File: config.mk
export PLATFORM = sky130hd
export DESIGN_NAME = imu_serial_frame_decoder_core
export DESIGN_NICKNAME = d
export VERILOG_FILES = /design/src/hw/rtl/isfd_pkg.sv /design/src/hw/rtl/isfd_window.sv /design/src/hw/rtl/isfd_scale.sv /design/src/hw/rtl/imu_serial_frame_decoder_core.sv
export SDC_FILE = /design/constraint.sdc
export NUM_CORES = 2
export LEC_CHECK = 0
export ABC_CLOCK_PERIOD_IN_PS = 10500
export BUFFER_PORTS_ARGS = -buffer_cell sky130_fd_sc_hd__buf_2
export CAP_MARGIN = 20
export CORE_ASPECT_RATIO = 2
export CORE_MARGIN = 2
export CORE_UTILIZATION = 49
export DETAILED_ROUTE_END_ITERATION = 6
export GPL_ROUTABILITY_DRIVEN = 0
export GPL_TIMING_DRIVEN = 0
export PLACE_DENSITY_LB_ADDON = 0.25
export SLEW_MARGIN = 25
export SYNTH_ARGS = -nofsm -noshare
export SYNTH_HDL_FRONTEND = slang
export SYNTH_HIERARCHICAL = 1
export SYNTH_SLANG_ARGS = --single-unit
File: constraint.sdc
create_clock -name i_clk -period 10.5 [get_ports i_clk]
set_clock_uncertainty 0.1 [all_clocks]
set_input_delay 1.05 -clock i_clk [delete_from_list [all_inputs] [get_ports i_clk]]
set_output_delay 1.05 -clock i_clk [all_outputs]
set_load 0.1 [all_outputs]
File: src/hw/rtl/isfd_pkg.sv
// Shared types and constants for the IMU serial frame decoder.
`default_nettype none

package isfd_pkg;

    localparam int unsigned WIN_LEN   = 11;
    localparam int unsigned BYTE_W    = 8;
    localparam int unsigned RAW_W     = 16;
    localparam int unsigned SCALE_W   = 29;
    localparam int unsigned PROD_W    = RAW_W + SCALE_W + 1;
    localparam int unsigned FRAC_W    = 16;
    localparam int unsigned AXIS_W    = 28;
    localparam int unsigned N_AXES    = 3;

    localparam logic [BYTE_W-1:0] HEAD_BYTE = 8'h55;
    localparam logic [BYTE_W-1:0] KIND_BASE = 8'h51;

    localparam logic [1:0] KIND_ACC   = 2'd0;
    localparam logic [1:0] KIND_GYRO  = 2'd1;
    localparam logic [1:0] KIND_ANGLE = 2'd2;

    // Scale constants, round(c * 2^32)
    localparam logic [SCALE_W-1:0] SCALE_ACC   = 29'd20552090;
    localparam logic [SCALE_W-1:0] SCALE_GYRO  = 29'd262144000;
    localparam logic [SCALE_W-1:0] SCALE_ANGLE = 29'd23592960;

    typedef logic [N_AXES-1:0][RAW_W-1:0]  t_raw_axes;
    typedef logic [N_AXES-1:0][AXIS_W-1:0] t_axes;

    typedef struct packed {
        logic      ok;
        logic [1:0] kind;
        t_raw_axes raw;
    } t_frame;

    function automatic logic [SCALE_W-1:0] kind_scale(input logic [1:0] kind);
        logic [SCALE_W-1:0] k;
        case (kind)
            KIND_ACC:   k = SCALE_ACC;
            KIND_GYRO:  k = SCALE_GYRO;
            KIND_ANGLE: k = SCALE_ANGLE;
            default:    k = '0;
        endcase
        return k;
    endfunction

endpackage

`default_nettype wire

File: src/hw/rtl/isfd_window.sv
// Eleven-byte shift window with header, kind and checksum check.
`default_nettype none

module isfd_window (
    input  wire                             i_clk,
    input  wire                             i_rst_n,
    input  wire                             i_load,
    input  wire                             i_drain,
    input  wire  [isfd_pkg::BYTE_W-1:0]     i_byte,
    output logic                            o_pend,
    output isfd_pkg::t_frame                o_frame
);

    logic [isfd_pkg::BYTE_W-1:0] r_win [isfd_pkg::WIN_LEN];
    logic                        r_pend;
    logic                        n_pend;

    logic [isfd_pkg::BYTE_W-1:0] w_s01, w_s23, w_s45, w_s67, w_s89;
    logic [isfd_pkg::BYTE_W-1:0] w_sum;
    logic [isfd_pkg::BYTE_W-1:0] w_kind_off;

    always_ff @(posedge i_clk) begin
        if (!i_rst_n) begin
            for (int i = 0; i < isfd_pkg::WIN_LEN; i++) begin
                r_win[i] <= '0;
            end
        end else if (i_load) begin
            for (int i = 0; i < isfd_pkg::WIN_LEN - 1; i++) begin
                r_win[i] <= r_win[i+1];
            end
            r_win[isfd_pkg::WIN_LEN-1] <= i_byte;
        end
    end

    always_comb begin
        n_pend = r_pend;
        if (i_load) begin
            n_pend = 1'b1;
        end else if (i_drain) begin
            n_pend = 1'b0;
        end
    end

    always_ff @(posedge i_clk) begin
        if (!i_rst_n) begin
            r_pend <= 1'b0;
        end else begin
            r_pend <= n_pend;
        end
    end

    // checksum: low byte of the sum of bytes 0..9, wraps naturally at 8 bits
    assign w_s01 = r_win[0] + r_win[1];
    assign w_s23 = r_win[2] + r_win[3];
    assign w_s45 = r_win[4] + r_win[5];
    assign w_s67 = r_win[6] + r_win[7];
    assign w_s89 = r_win[8] + r_win[9];
    assign w_sum = (w_s01 + w_s23) + (w_s45 + w_s67) + w_s89;

    assign w_kind_off = r_win[1] - isfd_pkg::KIND_BASE;

    assign o_pend        = r_pend;
    assign o_frame.ok    = (r_win[0] == isfd_pkg::HEAD_BYTE)
                         && (w_kind_off < 8'd3)
                         && (w_sum == r_win[isfd_pkg::WIN_LEN-1]);
    assign o_frame.kind  = w_kind_off[1:0];
    assign o_frame.raw[0] = {r_win[3], r_win[2]};
    assign o_frame.raw[1] = {r_win[5], r_win[4]};
    assign o_frame.raw[2] = {r_win[7], r_win[6]};

endmodule

`default_nettype wire

File: src/hw/rtl/isfd_scale.sv
// Per-axis constant multiply with round-to-nearest into the result register.
`default_nettype none

module isfd_scale (
    input  wire                     i_clk,
    input  wire                     i_load,
    input  isfd_pkg::t_frame        i_frame,
    output logic [1:0]              o_kind,
    output isfd_pkg::t_axes         o_axes
);

    localparam logic signed [isfd_pkg::PROD_W-1:0] ROUND_HALF =
        isfd_pkg::PROD_W'(1) <<< (isfd_pkg::FRAC_W - 1);

    logic [1:0]                   r_kind;
    isfd_pkg::t_axes              r_axes;
    isfd_pkg::t_axes              n_axes;
    logic signed [isfd_pkg::SCALE_W:0] w_k;

    assign w_k = $signed({1'b0, isfd_pkg::kind_scale(i_frame.kind)});

    for (genvar g = 0; g < isfd_pkg::N_AXES; g++) begin : g_lane
        logic signed [isfd_pkg::PROD_W-1:0] w_prod;
        logic signed [isfd_pkg::PROD_W-1:0] w_rnd;
        assign w_prod = $signed(i_frame.raw[g]) * w_k;
        assign w_rnd  = w_prod + ROUND_HALF;
        // floor shift; low field bits are exact since the value fits
        assign n_axes[g] = w_rnd[isfd_pkg::FRAC_W +: isfd_pkg::AXIS_W];
    end

    always_ff @(posedge i_clk) begin
        if (i_load) begin
            r_kind <= i_frame.kind;
            r_axes <= n_axes;
        end
    end

    assign o_kind = r_kind;
    assign o_axes = r_axes;

endmodule

`default_nettype wire

File: src/hw/rtl/imu_serial_frame_decoder_core.sv
// Top level: IMU serial frame decoder, window stage and scaled result register.
// Path: the word that completes a frame is taken into the window register,
// and a valid frame then moves into the result register once it is free.
// Throughput: one word per cycle; the window and result stages stall only
// when a finished result is held and another valid frame is waiting.
// Reset (synchronous, active low) clears the window to zero and drops all valids.
`default_nettype none

module imu_serial_frame_decoder_core (
    input  wire                         i_clk,
    input  wire                         i_rst_n,
    input  wire                         i_in_valid,
    output logic                        o_in_stall,
    input  wire  [7:0]                  i_rx_byte,
    output logic                        o_out_valid,
    input  wire                         i_out_stall,
    output logic [1:0]                  o_frame_kind,
    output logic signed [27:0]          o_axis_x,
    output logic signed [27:0]          o_axis_y,
    output logic signed [27:0]          o_axis_z
);

    isfd_pkg::t_frame w_frame;
    isfd_pkg::t_axes  w_axes;
    logic             w_pend;
    logic             w_out_free;
    logic             w_win_done;
    logic             w_load;
    logic             w_res_load;
    logic             r_out_vld;
    logic             n_out_vld;

    assign w_out_free = !r_out_vld || !i_out_stall;
    // a window with no frame drains at once; a frame waits for the result register
    assign w_win_done = w_pend && (!w_frame.ok || w_out_free);
    assign w_res_load = w_pend && w_frame.ok && w_out_free;
    assign o_in_stall = w_pend && !w_win_done;
    assign w_load     = i_in_valid && !o_in_stall;

    isfd_window u_window (
        .i_clk   (i_clk),
        .i_rst_n (i_rst_n),
        .i_load  (w_load),
        .i_drain (w_win_done),
        .i_byte  (i_rx_byte),
        .o_pend  (w_pend),
        .o_frame (w_frame)
    );

    isfd_scale u_scale (
        .i_clk   (i_clk),
        .i_load  (w_res_load),
        .i_frame (w_frame),
        .o_kind  (o_frame_kind),
        .o_axes  (w_axes)
    );

    assign n_out_vld = w_res_load || (r_out_vld && i_out_stall);

    always_ff @(posedge i_clk) begin
        if (!i_rst_n) begin
            r_out_vld <= 1'b0;
        end else begin
            r_out_vld <= n_out_vld;
        end
    end

    assign o_out_valid = r_out_vld;
    assign o_axis_x    = $signed(w_axes[0]);
    assign o_axis_y    = $signed(w_axes[1]);
    assign o_axis_z    = $signed(w_axes[2]);

    a_res_kind: assert property (@(posedge i_clk) disable iff (!i_rst_n)
        w_res_load |=> (o_out_valid && o_frame_kind != 2'd3))
        else $error("result loaded with bad kind or without valid");

    a_load_pend: assert property (@(posedge i_clk) disable iff (!i_rst_n)
        w_load |=> w_pend)
        else $error("accepted word not pending in window");

    a_stall_needs_pend: assert property (@(posedge i_clk)
        o_in_stall |-> (w_pend && w_frame.ok))
        else $error("input stalled without a waiting frame");

    a_reset_clears: assert property (@(posedge i_clk)
        !i_rst_n |=> (!o_out_valid && !w_pend))
        else $error("reset did not clear valids");

endmodule

`default_nettype wire
* Word-level counts from Yosys, hierarchy flattened *
Memory sizes are Yosys's and may differ from the RTL's.
Cells that the tools add are included.

word-level totals
  flip-flop bits (word level) = 88
  RAM bits = 88
  input port bits = 12
  output and inout bits = 88
  word-level logic and storage cells = 75
  memories = 1

memories
  name            words  bits a word  read ports  clocked after memory_dff  write ports  line               text
  u_window.r_win  11     8            11          0                         11           isfd_window.sv:14  logic [isfd_pkg::BYTE_W-1:0] r_win [isfd_pkg::WIN_LEN];

cells by class
  add/subtract/negate cells = 13
  multiply operators = 3
  order comparisons = 1
  eq/ne operators = 4
  multiplexer cells = 18
  bitwise operators = 11
  reductions and logical operators = 18

operators with widths
  cell                      number
  $add A44 B17 Y44 const B  3
  $mul A16 B29 Y44          3
  $mux W8                   11
  $pmux W28 S3              1
  $add A8 B8 Y8             9
  $or A1 B1 Y1              11
  $eq A8 B7 Y1 const B      1
  $eq A8 B8 Y1              1
  $logic_and A1 B1 Y1       8
  $lt A8 B2 Y1 const B      1
  $sub A8 B7 Y8 const B     1
  $mux W1                   6
  $logic_not A1 Y1          5
  $logic_or A1 B1 Y1        3
  $eq A2 B1 Y1 const B      1
  $eq A2 B2 Y1 const B      1
  $logic_not A2 Y1          1
  $reduce_bool A2 Y1        1

* Depth between registers and ports, before layout *
An unclocked memory read counts as a cell.

  word-level depth = 18
  mapped depth = 31
  depth with buffers taken out = 28

* Hierarchy *
The synthesis kept the hierarchy.

by module, submodules not included
  module                         instances  cells an instance  area each (um2)  seq. area each (um2)
  isfd_scale                     1          2965               29015.3          2582.5
  isfd_window                    1          367                5083.6           2662.6
  imu_serial_frame_decoder_core  1          9                  61.3             20.0

* Worst setup path after synthesis *
OpenSTA, ideal clock, no wires.

  path kind = register to register
  from = memory u_window/r_win[2][2] in the netlist's numbering
  to = register u_scale.r_axes, in the netlist u_scale/o_axes[0] (enable)
  library setup time = 0.559 ns
  arrival = 8.894 ns
  required time = 9.841 ns
  path slack = 0.947 ns
  cell stages (with the launch flop) = 17
  path buffers = 0
  clock period less this slack = 9.553 ns
  cells stage by stage = edfxtp_1 -> fa_1 -> inv_1 -> fa_1 -> fa_1 -> fa_1 -> inv_1 -> fa_1 -> inv_1 -> fa_1 -> xnor2_1 -> nor4_1 -> nand4_1 -> or3_1 -> a211oi_2 -> nand2_1 -> a21oi_1

RTL lines
  what                    line               text
  start: declaration      isfd_window.sv:14
  end signal: assignment  isfd_scale.sv:34   r_axes <= n_axes;
  end: declaration        isfd_scale.sv:16   isfd_pkg::t_axes r_axes;

==> metrics.txt <==
fraction of final layout cells sized beyond drive strength 1=4.57%; total CTS buffers=17; number of enable-type register cells in the synthesized netlist=174; final setup fails=0; outcome=finished clean; switching power of the nets=1.82 mW; count of final hold-check violations=0; most frequent CP cell=inv_1; number of gates given a new drive strength after cts=0; #FFs+latches synth=176; Worst Reg2Reg Path Length in Cells=27; yosys synthesis warning count=6; Hold WS=507 ps; sequential share of the synthesized area=15.4%; antenna violations before repair=0; wire length reported by the detailed router=78,800 um; depth of the worst hold-timing path=2; end point of the worst hold path=o_out_valid; Total Routing Usage GR=23.7%; period utilization=96.5%; data arrival at the endpoint of the critical path=10,270 ps; switching share of power=44.4%; type of origin of the critical path=flop; CTS tree=done; Starting DRT DRC Count=1,138; Rel. slew slack=24.0%; Remaining DRCs=0; count of input and output buffers=99; final period demand of the worst path=10,130 ps; delay of the slowest critical-path stage=840 ps; sequential fraction of design power=22.2%; internal portion of total power=2.27 mW; share of synthesized flip-flops with an asynchronous set or reset=0%; pin count of the biggest net entering global routing=53; kind of critical path=reg2reg; Avg Inst Size Synth=10.2 um2; crit path max fanout=10; area growth from synthesis to layout=7.00%; unrepaired setup endpoints after global routing=false; clock latency reported for the late side of the worst-skew pair=500 ps; die height=377 um; core area=0.0694 mm2; CTS hold repair buffers=0; actual slew at the worst max-slew pin=1140 ps; Register-to-Register Setup Slack=370 ps; capturing element type of the critical path=flop; register clock-pin slew on the reported worst setup and hold paths=80 ps; Final Util=52.7%; CP bufs+invs=9; filler cell count=6,272; leading cell type in the layout, fill and taps excluded=inv_1; buffer type at the clock tree root=clkbuf_16; Pleak=20.1 nW; starting utilization of the core area=49.2%; power consumption=4.09 mW; Netlist cell types=63; I/O pins=100; count of clock tree sinks=176; top cell family by delay on the critical path=adder cells; Max Transition Viols Final=0; Detail Route Antenna Nets=0; share of power burned in the clock network=16.6%; startpoint of the worst setup timing path=u_window/r_win[1][0]; DRT Pass-1 Iters=5; Rows=137; part of the power in combinational logic=61.2%; origin of the worst min-delay path=o_out_valid; final net count=4,632; buffer levels on the longest clock path=2; Cells after Synth=3,341; required time worst endpoint=10,640 ps; worst vdd ir=0.000144 V; Tightest Hold Check Type=reg2reg; HPWL reported at the end of detailed placement=68,800 um; power density normalized to cell area=112 mW/mm2; full die area=0.0720 mm2; max_cap viols=0; total overflow reported by the global router=0; Post-Synthesis Cell Area=0.0342 mm2; Via density=5.09; routed wire length per instance=18.0 um; maximum clock frequency=0.0987 GHz; Die X=191 um; H-tree depth=4; antenna diode count=0; reg2reg start=u_window/r_win[1][0]; vias in the first global route=24,600; commonest non-fill, non-tap cells in the layout=1,006 x inv_1, 623 x fa_1, 530 x ha_1; end of the worst register-to-register path=u_scale/o_axes[83]; Most used DFF post-synth=edfxtp_1; Vias=22,300; global-route wire length before repair=130,000 um; highest-delay cell along the critical path=clkbuf_1; Post-CTS Setup Bufs=0
==> through the flow <==
stage | setup TNS [ps] | instances | worst slack [ps] | instance area [um2]
floorplan | 0 | 3343 | 947 | 34200
global placement | -199430 | 4345 | -2320 | 35800
detailed placement | 0 | 4351 | 372 | 36000
CTS | 0 | 4383 | 298 | 36600
global route | 0 | 4383 | 54.6 | 36600
finish | 0 | 4383 | 372 | 36600
==> worst max path at each step <==
| stage | cells after the start | slack [ps] | end |
|---|---|---|---|
| floorplan | 16 | 950 | u_scale/o_axes[0] |
| global placement | 16 | -2320 | u_scale/o_axes[56] |
| detailed placement | 27 | 370 | u_scale/o_axes[83] |
| CTS | 27 | 300 | u_scale/o_axes[83] |
| global route | 27 | 50 | u_scale/o_axes[83] |
| finish | 27 | 370 | u_scale/o_axes[83] |
==> power groups by stage <==
stage | sequential, mW | combinational, mW | clock (mW)
6_report | 0.907 | 2.50 | 0.677
5_1_grt | 0.910 | 2.89 | 0.724
4_1_cts | 0.907 | 2.54 | 0.705
3_5_place_dp | 0.923 | 2.50 | 0
3_3_place_gp | 0.925 | 2.47 | 0
2_1_floorplan | 0.902 | 1.92 | 0
==> synthesized netlist by cell type, types with 9 or more instances <==
master	number	area (um2)
inv_1	1006	3780
a31oi_1	9	56.3
xnor2_1	83	727
nand4_1	14	87.6
a21o_1	70	526
a211oi_1	9	67.6
ha_1	530	6630
clkbuf_1	54	203
nand2_1	136	510
or2_2	12	75.1
fa_1	623	12500
and2_1	90	563
nand3_1	23	115
xor2_1	32	280
o21ai_0	42	210
nor2b_1	49	307
nand2b_1	24	150
o21a_1	13	97.6
edfxtp_1	174	5230
nor3_1	18	90.1
a21oi_1	82	410
o21bai_1	9	67.6
nor2_1	67	251
and3_1	95	594
==> layer usage <==
| metal | global-route usage (%) | wire length, um | vias to the layer above |
|---|---|---|---|
| li1 | - | - | 10500 |
| met1 | 30.8 | 33600 | 11100 |
| met2 | 39.9 | 38500 | 549 |
| met3 | 2.94 | 3490 | 151 |
| met4 | 9.61 | 3150 | 0 |
| met5 | 0 | 0 | - |
==> kinds of logic (layout without fill, tap and decap cells) <==
logic type	count (synthesis)	count (layout)	synth area share [%]
fa+ha+maj	1153	1153	55.9
other cells	1	3	0.0110
simple gates	559	559	8.74
xor+xnor	116	116	3.01
buf+inv	1064	1201	11.7
compound gates	272	272	5.18
flops	176	176	15.4
==> registers in the layout (all words and copies together), names as in the netlist <==
name	cells
u_scale/o_axes	84
u_scale/o_kind	2
o_out_valid	1
u_window/o_pend	1
u_window/r_win	88
==> worst min-delay path, delay by kind of cell (launching register included) <==
kind / cells / cell delay [ps]
AOI/OAI and AO/OA: 1 / 80
DFF: 1 / 360
and+or+nand+nor: 1 / 120
==> final cells by class <==
class                      instances  area [um2]  area share (%)
buffer                            56         219           0.599
clock inverter                    15         173           0.472
clock buffer                      17         425            1.16
sequential                       176        5270            14.4
tap                              903        1130            3.09
inverter                        1008        3780            10.4
multi-input combinational       2103       24900            68.2
timing repair buffer             105         636            1.74
Note: power is estimated with default switching activity, not from simulation.
